--- config.mk ---
export PLATFORM = sky130hd
export DESIGN_NAME = pixel_palette_indexer
export DESIGN_NICKNAME = d
export VERILOG_FILES = /design/src/rtl/ppi_pkg.sv /design/src/rtl/ppi_datapath.sv /design/src/rtl/ppi_ctrl.sv /design/src/rtl/pixel_palette_indexer.sv
export VERILOG_INCLUDE_DIRS = /design/src /design/src/rtl
export SDC_FILE = /design/constraint.sdc
export NUM_CORES = 1
export LEC_CHECK = 0
export ABC_AREA = 1
export BUFFER_PORTS_ARGS = -buffer_cell sky130_fd_sc_hd__buf_2
export CORE_MARGIN = 8
export CORE_UTILIZATION = 42
export DETAILED_ROUTE_END_ITERATION = 10
export GPL_TIMING_DRIVEN = 0
export HOLD_SLACK_MARGIN = 0.06
export PLACE_DENSITY_LB_ADDON = 0.25
export SYNTH_ARGS = -nofsm -noshare
export SYNTH_HDL_FRONTEND = slang
export SYNTH_SLANG_ARGS = --single-unit
--- constraint.sdc ---
create_clock -name i_clk -period 3.9 [get_ports i_clk]
set_input_delay 0 -clock i_clk [delete_from_list [all_inputs] [get_ports i_clk]]
set_output_delay 0 -clock i_clk [all_outputs]
set_load 0.02 [all_outputs]
--- src/rtl/assert_macros.svh ---
// Assertion macros shared by the palette indexer RTL.
`ifndef ASSERT_MACROS_SVH
`define ASSERT_MACROS_SVH

`ifndef SYNTHESIS

// prop must hold at every clock edge outside reset
`define PPI_ASSERT(lbl, clk, rst_n, prop) \
    lbl: assert property (@(posedge clk) disable iff (!rst_n) prop) \
        else $error("ppi assertion failed");

// expr must never be true outside reset
`define PPI_ASSERT_NEVER(lbl, clk, rst_n, expr) \
    lbl: assert property (@(posedge clk) disable iff (!rst_n) !(expr)) \
        else $error("ppi forbidden condition");

`else

`define PPI_ASSERT(lbl, clk, rst_n, prop)
`define PPI_ASSERT_NEVER(lbl, clk, rst_n, expr)

`endif

`endif

--- src/rtl/ppi_pkg.sv ---
// Shared widths and controller/datapath interface types for the palette indexer.
`default_nettype none

package ppi_pkg;

    localparam int CHAN_W        = 8;
    localparam int COLOR_W       = 3 * CHAN_W;
    localparam int PIX_INDEX_W   = 4;
    localparam int ENTRY_COUNT_W = 5;

    // controller -> datapath
    typedef struct packed {
        logic load;    // take a new word, restart the scan
        logic scan;    // walk the palette one entry per cycle
        logic commit;  // append if needed and load the output register
    } t_dp_cmd;

    // datapath -> controller
    typedef struct packed {
        logic done;      // match found or palette exhausted
        logic out_free;  // output register can take a result this cycle
    } t_dp_stat;

endpackage

`default_nettype wire

--- src/rtl/ppi_datapath.sv ---
// Palette memory, sequential search, append logic and result register.
`default_nettype none

`include "assert_macros.svh"

module ppi_datapath
    import ppi_pkg::*;
#(
    parameter int PALETTE_DEPTH = 16
) (
    input  wire logic                     i_clk,
    input  wire logic                     i_rst_n,
    input  wire t_dp_cmd                  i_cmd,
    output t_dp_stat                      o_stat,
    input  wire logic                     i_start_image,
    input  wire logic [CHAN_W-1:0]        i_red,
    input  wire logic [CHAN_W-1:0]        i_green,
    input  wire logic [CHAN_W-1:0]        i_blue,
    input  wire logic                     i_ready,
    output logic                          o_valid,
    output logic [PIX_INDEX_W-1:0]        o_pixel_index,
    output logic                          o_new_entry,
    output logic                          o_table_full,
    output logic [ENTRY_COUNT_W-1:0]      o_entry_count
);

    localparam int AW = (PALETTE_DEPTH > 1) ? $clog2(PALETTE_DEPTH) : 1;
    localparam int CW = $clog2(PALETTE_DEPTH + 1);
    localparam int IW = (AW > PIX_INDEX_W) ? AW : PIX_INDEX_W;
    localparam int NW = (CW > ENTRY_COUNT_W) ? CW : ENTRY_COUNT_W;
    localparam logic [CW-1:0] DEPTH_C = CW'(PALETTE_DEPTH);

    logic [COLOR_W-1:0] r_mem [PALETTE_DEPTH];

    logic [COLOR_W-1:0]       r_color;
    logic [COLOR_W-1:0]       r_rd_data;
    logic [AW-1:0]            r_rd_idx;
    logic                     r_rd_valid;
    logic [CW-1:0]            r_addr;
    logic [CW-1:0]            r_used;
    logic                     r_hit;
    logic [AW-1:0]            r_hit_idx;
    logic                     r_out_valid;
    logic [PIX_INDEX_W-1:0]   r_pixel_index;
    logic                     r_new_entry;
    logic                     r_table_full;
    logic [ENTRY_COUNT_W-1:0] r_entry_count;

    logic          rd_issue;
    logic          match;
    logic          wr_en;
    logic [AW-1:0] res_idx;
    logic [CW-1:0] n_used;
    logic [IW-1:0] idx_wide;
    logic [NW-1:0] cnt_wide;

    assign rd_issue = i_cmd.scan && !r_hit && (r_addr < r_used);
    // entries are read in order, so the first match is the lowest position
    assign match    = i_cmd.scan && r_rd_valid && !r_hit && (r_rd_data == r_color);
    assign wr_en    = i_cmd.commit && !r_hit && (r_used < DEPTH_C);

    assign n_used   = wr_en ? (r_used + CW'(1)) : r_used;
    assign res_idx  = r_hit ? r_hit_idx : (wr_en ? r_used[AW-1:0] : '0);
    assign idx_wide = IW'(res_idx);
    assign cnt_wide = NW'(n_used);

    assign o_stat.done     = r_hit || (!r_rd_valid && (r_addr >= r_used));
    assign o_stat.out_free = !r_out_valid || i_ready;

    always_ff @(posedge i_clk) begin
        if (rd_issue) begin
            r_rd_data <= r_mem[r_addr[AW-1:0]];
        end
        if (wr_en) begin
            r_mem[r_used[AW-1:0]] <= r_color;
        end
    end

    always_ff @(posedge i_clk) begin
        if (!i_rst_n) begin
            r_addr      <= '0;
            r_rd_valid  <= 1'b0;
            r_hit       <= 1'b0;
            r_used      <= '0;
            r_out_valid <= 1'b0;
        end else begin
            if (i_cmd.load) begin
                r_addr     <= '0;
                r_rd_valid <= 1'b0;
                r_hit      <= 1'b0;
                if (i_start_image) begin
                    r_used <= '0;
                end
            end else begin
                if (rd_issue) begin
                    r_addr <= r_addr + CW'(1);
                end
                r_rd_valid <= rd_issue;
                if (match) begin
                    r_hit <= 1'b1;
                end
                r_used <= n_used;
            end
            if (i_cmd.commit) begin
                r_out_valid <= 1'b1;
            end else if (i_ready) begin
                r_out_valid <= 1'b0;
            end
        end
    end

    always_ff @(posedge i_clk) begin
        if (i_cmd.load) begin
            r_color <= {i_red, i_green, i_blue};
        end
        if (rd_issue) begin
            r_rd_idx <= r_addr[AW-1:0];
        end
        if (match) begin
            r_hit_idx <= r_rd_idx;
        end
        if (i_cmd.commit) begin
            r_pixel_index <= idx_wide[PIX_INDEX_W-1:0];
            r_new_entry   <= wr_en;
            r_table_full  <= !r_hit && !wr_en;
            r_entry_count <= cnt_wide[ENTRY_COUNT_W-1:0];
        end
    end

    assign o_valid       = r_out_valid;
    assign o_pixel_index = r_pixel_index;
    assign o_new_entry   = r_new_entry;
    assign o_table_full  = r_table_full;
    assign o_entry_count = r_entry_count;

    `PPI_ASSERT_NEVER(a_used_in_range, i_clk, i_rst_n, r_used > DEPTH_C)
    `PPI_ASSERT(a_hit_below_used, i_clk, i_rst_n, r_hit |-> (CW'(r_hit_idx) < r_used))
    `PPI_ASSERT(a_append_counts, i_clk, i_rst_n, wr_en |=> (r_used == $past(r_used) + CW'(1)))

endmodule

`default_nettype wire

--- src/rtl/ppi_ctrl.sv ---
// Sequencer for accept, palette scan and result commit.
`default_nettype none

`include "assert_macros.svh"

module ppi_ctrl
    import ppi_pkg::*;
(
    input  wire logic     i_clk,
    input  wire logic     i_rst_n,
    input  wire logic     i_valid,
    output logic          o_ready,
    output t_dp_cmd       o_cmd,
    input  wire t_dp_stat i_stat
);

    typedef enum logic [1:0] {
        ST_IDLE,
        ST_SCAN,
        ST_FINISH
    } t_state;

    t_state r_state;
    t_state n_state;

    always_comb begin
        n_state = r_state;
        case (r_state)
            ST_IDLE: begin
                if (i_valid) begin
                    n_state = ST_SCAN;
                end
            end
            ST_SCAN: begin
                if (i_stat.done) begin
                    n_state = ST_FINISH;
                end
            end
            ST_FINISH: begin
                if (i_stat.out_free) begin
                    n_state = ST_IDLE;
                end
            end
            default: n_state = ST_IDLE;
        endcase
    end

    always_ff @(posedge i_clk) begin
        if (!i_rst_n) begin
            r_state <= ST_IDLE;
        end else begin
            r_state <= n_state;
        end
    end

    assign o_ready      = (r_state == ST_IDLE);
    assign o_cmd.load   = (r_state == ST_IDLE) && i_valid;
    assign o_cmd.scan   = (r_state == ST_SCAN);
    assign o_cmd.commit = (r_state == ST_FINISH) && i_stat.out_free;

    `PPI_ASSERT(a_cmd_onehot, i_clk, i_rst_n, $onehot0({o_cmd.load, o_cmd.scan, o_cmd.commit}))
    `PPI_ASSERT_NEVER(a_commit_needs_slot, i_clk, i_rst_n, o_cmd.commit && !i_stat.out_free)
    `PPI_ASSERT(a_commit_then_ready, i_clk, i_rst_n, o_cmd.commit |=> o_ready)

endmodule

`default_nettype wire

--- src/rtl/pixel_palette_indexer.sv ---
// Pixel palette indexer: top level joining the sequencer and the datapath.
//
// Input channel: i_valid/o_ready carry one pixel word (start flag, red, green,
// blue). Output channel: o_valid/i_ready carry one result word per pixel
// (palette index, new-entry flag, table-full flag, entry count).
// Each pixel is looked up by reading the palette memory one entry per cycle
// in order of first occurrence; a color not found is appended while room
// remains, otherwise it is flagged table-full with index 0.
// The scan stops at the first match, or after all held entries on a miss;
// one pixel is in flight at a time and the next is accepted on the cycle
// after the result is loaded.
// The result sits in an output register, so a new pixel is taken while the
// previous result waits for i_ready; a stalled receiver holds the finished
// lookup until that register frees up, and stops new accepts meanwhile.
// Reset empties the palette count and drops any word in flight; the palette
// memory itself is not cleared, since only written entries are ever read.
// A start flag on a pixel empties the palette before that pixel is searched.
`default_nettype none

module pixel_palette_indexer
    import ppi_pkg::*;
#(
    parameter int PALETTE_DEPTH = 16
) (
    input  wire logic                     i_clk,
    input  wire logic                     i_rst_n,
    input  wire logic                     i_valid,
    output logic                          o_ready,
    input  wire logic                     i_start_image,
    input  wire logic [CHAN_W-1:0]        i_red,
    input  wire logic [CHAN_W-1:0]        i_green,
    input  wire logic [CHAN_W-1:0]        i_blue,
    output logic                          o_valid,
    input  wire logic                     i_ready,
    output logic [PIX_INDEX_W-1:0]        o_pixel_index,
    output logic                          o_new_entry,
    output logic                          o_table_full,
    output logic [ENTRY_COUNT_W-1:0]      o_entry_count
);

    t_dp_cmd  dp_cmd;
    t_dp_stat dp_stat;

    ppi_ctrl u_ctrl (
        .i_clk   (i_clk),
        .i_rst_n (i_rst_n),
        .i_valid (i_valid),
        .o_ready (o_ready),
        .o_cmd   (dp_cmd),
        .i_stat  (dp_stat)
    );

    ppi_datapath #(
        .PALETTE_DEPTH (PALETTE_DEPTH)
    ) u_datapath (
        .i_clk         (i_clk),
        .i_rst_n       (i_rst_n),
        .i_cmd         (dp_cmd),
        .o_stat        (dp_stat),
        .i_start_image (i_start_image),
        .i_red         (i_red),
        .i_green       (i_green),
        .i_blue        (i_blue),
        .i_ready       (i_ready),
        .o_valid       (o_valid),
        .o_pixel_index (o_pixel_index),
        .o_new_entry   (o_new_entry),
        .o_table_full  (o_table_full),
        .o_entry_count (o_entry_count)
    );

endmodule

`default_nettype wire

==> results.toml <==
[pwr]
total_power_mw = 10.9
combPwrFrac_pct = 3.0
internal_power_mw = 8.63
swShare_pct = 21.2
peakVddDrop_uv = 306
power-per-cell-area_mw_per_mm2 = 505
p_switching_mw = 2.32
seq_power_share_pct = 52.2
p_leak_nw = 7.47
clkPwrFrac_pct = 44.7

[yosys]
ys_ff_latch = 466
syn_avg_cell_area_um2 = 12.8
synth_top_cells_by_count = "edfxtp_1 (451), nor2_1 (282), o21ai_0 (196)"
synth_edf_count = 451
ys.flop_type = "edfxtp_1"
postSynthNetCount = 1488
async_flop_share_pct = 0
yosysTopAreaCell = "edfxtp_1"
ys_top_cells_by_area = "edfxtp_1 (73%), nor2_1 (5.7%), o21ai_0 (5.3%)"
synth_cells = 1448
synth.most_common_cell = "edfxtp_1"
yosysSeqAreaShare_pct = 74.5
yosys.area.top_type_share_pct = 72.9
syn-cell-area_mm2 = 0.0186
ys_types = 36
yosysWarnings = 0

[critical_path]
max_stage_delay_ns = 0.94
rrSetupSlack_ns = 0.72
crit_start = "u_datapath.r_addr[0]"
critPathCapture = "u_ctrl.r_state[1]"
r2r_end = "u_ctrl.r_state[1]"
critPathMostFrequentCell = "nand2_1"
critPathCaptureType = "flop"
path_cells = "inv_2 > buf_2 > buf_2 > ha_1 > inv_1 > nand3_1 > nand2_1 > nand2_1 > nand2_1 > inv_1 > nand2_1 > nand3_1 > a21oi_1"
r2r-start = "u_datapath.r_addr[0]"
cp-start-kind = "flop"
crit_path_top_delay_cell = "inv_1"
crit_type = "flop to flop"
crit_fanout = 30
crit_arrival_ns = 3.65
critPathRequiredTime_ns = 4.37
ff2ff_path_depth = 13

[routing]
drc = 0
vias_per_cell = 5.42
wl_per_cell_um = 22.7
drt_first_iter_violations = 1390
routed_wl_mm = 50.1
ant_nets = 0
vias = 12000
dr.pass1.iters = 5

[clock_tree]
cts_buffer_depth = 3
clock_insertion_delay_worst_skew_ns = 0.60
postCtsSetupBuffers = 0
clk_pin_slew_ns = 0.06
numCtsBuffers = 48
htreeDepth = 2
cts-root-buf = "clkbuf_16"
cts_tree = "built"
cts_sinks = 466

[floorplanning]
die_x_um = 226
core_region_area_mm2 = 0.0439
rows = 77
start_util_pct = 42.3
ios = 42
dieArea_mm2 = 0.0512
die_y_um = 226

[timing]
setup_ws_ns = 0.719
finalHoldViolCount = 0
finalSetupViolCount = 0
final-max-slew-violation-count = 0
rsz0062_at_grt = "no"
finClkSkew_ns = 0.0231
worst_pin_slew_ns = 1.30
fin_tns_setup_ns = 0
fmax_ghz = 0.314
slew_headroom_pct = 13.2
fin_crit_sh_pct = 81.6
fin_crit_ns = 3.18

[global_route]
grt_pass1_wl_mm = 74.3
grt_pass1_vias = 11500
grt_usage_pct = 19.6
grt_max_degree = 31
antenna_found_initial = 1
grt.overflow.total = 0

[run_status]
status = "completed"

[cells_and_area]
drive_above_1_share_pct = 11.9
final_core_util_pct = 49.3
final_nets = 1613
num_antenna_cells = 0
syn_to_final_growth_pct = 16.7

[placement]
port-buffer-count = 41
dp.final_hpwl_mm = 32.6
place_ws_ns = 0.735
gp_routability_congestion = 0.899

[min_path]
hp-class = "input port to flop"
min_from = "i_red[2]"
whs_path_depth = 2

[flow_run]
max_cap_viol_count = 0
==> sequential cells by signal (all words and copies together) (netlist names) <==
signal                    flops
u_datapath.r_addr             5
u_datapath.r_mem            384
u_datapath.r_rd_data         24
u_datapath.o_new_entry        1
u_datapath.o_entry_count      5
u_datapath.r_hit_idx          4
u_datapath.r_rd_idx           4
u_datapath.r_hit              1
u_datapath.r_color           24
u_ctrl.r_state                2
u_datapath.r_used             5
u_datapath.o_table_full       1
u_datapath.o_pixel_index      4
u_datapath.r_rd_valid         1
u_datapath.o_valid            1
==> worst min path at each step <==
| stage | to | slack, ns |
|---|---|---|
| after floorplan | u_datapath.r_color[0] | 0.1 |
| after CTS | u_datapath.r_color[18] | 0.08 |
| final | u_datapath.r_color[18] | 0.11 |
| after global routing | u_datapath.r_color[3] | 0.09 |
| after global placement | u_datapath.r_color[15] | 0.18 |
| after detailed placement | u_datapath.r_color[12] | 0.18 |
==> repair_timing <==
item,4_1_cts,5_1_grt
gates resized for setup,0,0
hold buffers,30,0
endpoints found under the hold margin,50,0
==> power groups by stage <==
stage	clock [mW]	combinational [mW]	sequential, mW
after global routing	5.13	0.365	5.72
after CTS	4.93	0.330	5.72
after global placement	0	0.300	5.82
after floorplan	0	0.183	5.74
after detailed placement	0	0.305	5.82
final	4.90	0.331	5.72
==> logic make-up (layout without fill, tap and decap cells) <==
family	count (synthesis)	after routing	synth area share, %
AOI/OAI and AO/OA	321	321	9.87
adders and majority gates	11	11	0.741
xor gates and xnor gates	8	8	0.377
and+or+nand+nor	500	500	10.7
DFF	466	466	74.5
buffers and inverters	142	307	3.75
==> layout by cell type (no fill, tap or decap), types with 16 or more instances in the layout <==
| cell | n |
|---|---|
| nand2_1 | 152 |
| o221ai_1 | 16 |
| o21ai_0 | 196 |
| o211ai_1 | 29 |
| edfxtp_1 | 451 |
| o21ai_1 | 17 |
| nand3_1 | 49 |
| buf_2 | 56 |
| nor2_1 | 267 |
| o22ai_1 | 49 |
| inv_1 | 62 |
| dlygate4sd3_1 | 30 |
| clkbuf_1 | 35 |
| clkbuf_16 | 50 |
==> area by class of cell <==
cell class              count  area (µm²)
inverters                  67         256
flip-flops and latches    466       13800
fillers                  3860       22300
repair buffers             75         567
clock buffers              57        1280
multi-input cells         840        4140
plain buffers              75         440
well taps                 592         741
clock inverters            33         403
==> metal layers <==
metal	global-route usage, %	vias to the layer above	wire length (µm)
met5	0	-	0
met4	5.52	0	1190
met3	4.27	83	4770
met2	30.3	516	22800
met1	27.9	5854	21400
li1	-	5497	-
==> worst max-delay path, delay by kind of cell (launching register included) <==
kind | cells | cell delay [ns]
AND/OR/NAND/NOR | 6 | 0.57
AO/OA/AOI/OAI | 1 | 0.07
adder cells (fa/ha/maj) | 1 | 0.20
buffers and inverters | 5 | 1.79
flip-flops | 1 | 0.43
==> through the flow <==
stage | hold WS, ns | area (µm²) | instances
floorplan | 0.0989 | 18600 | 1448
global placement | 0.177 | 19500 | 2081
detailed placement | 0.178 | 19700 | 2085
CTS | 0.0817 | 21700 | 2205
global route | 0.0926 | 21700 | 2205
finish | 0.112 | 21700 | 2205
Power figures use the tool's default switching activity.
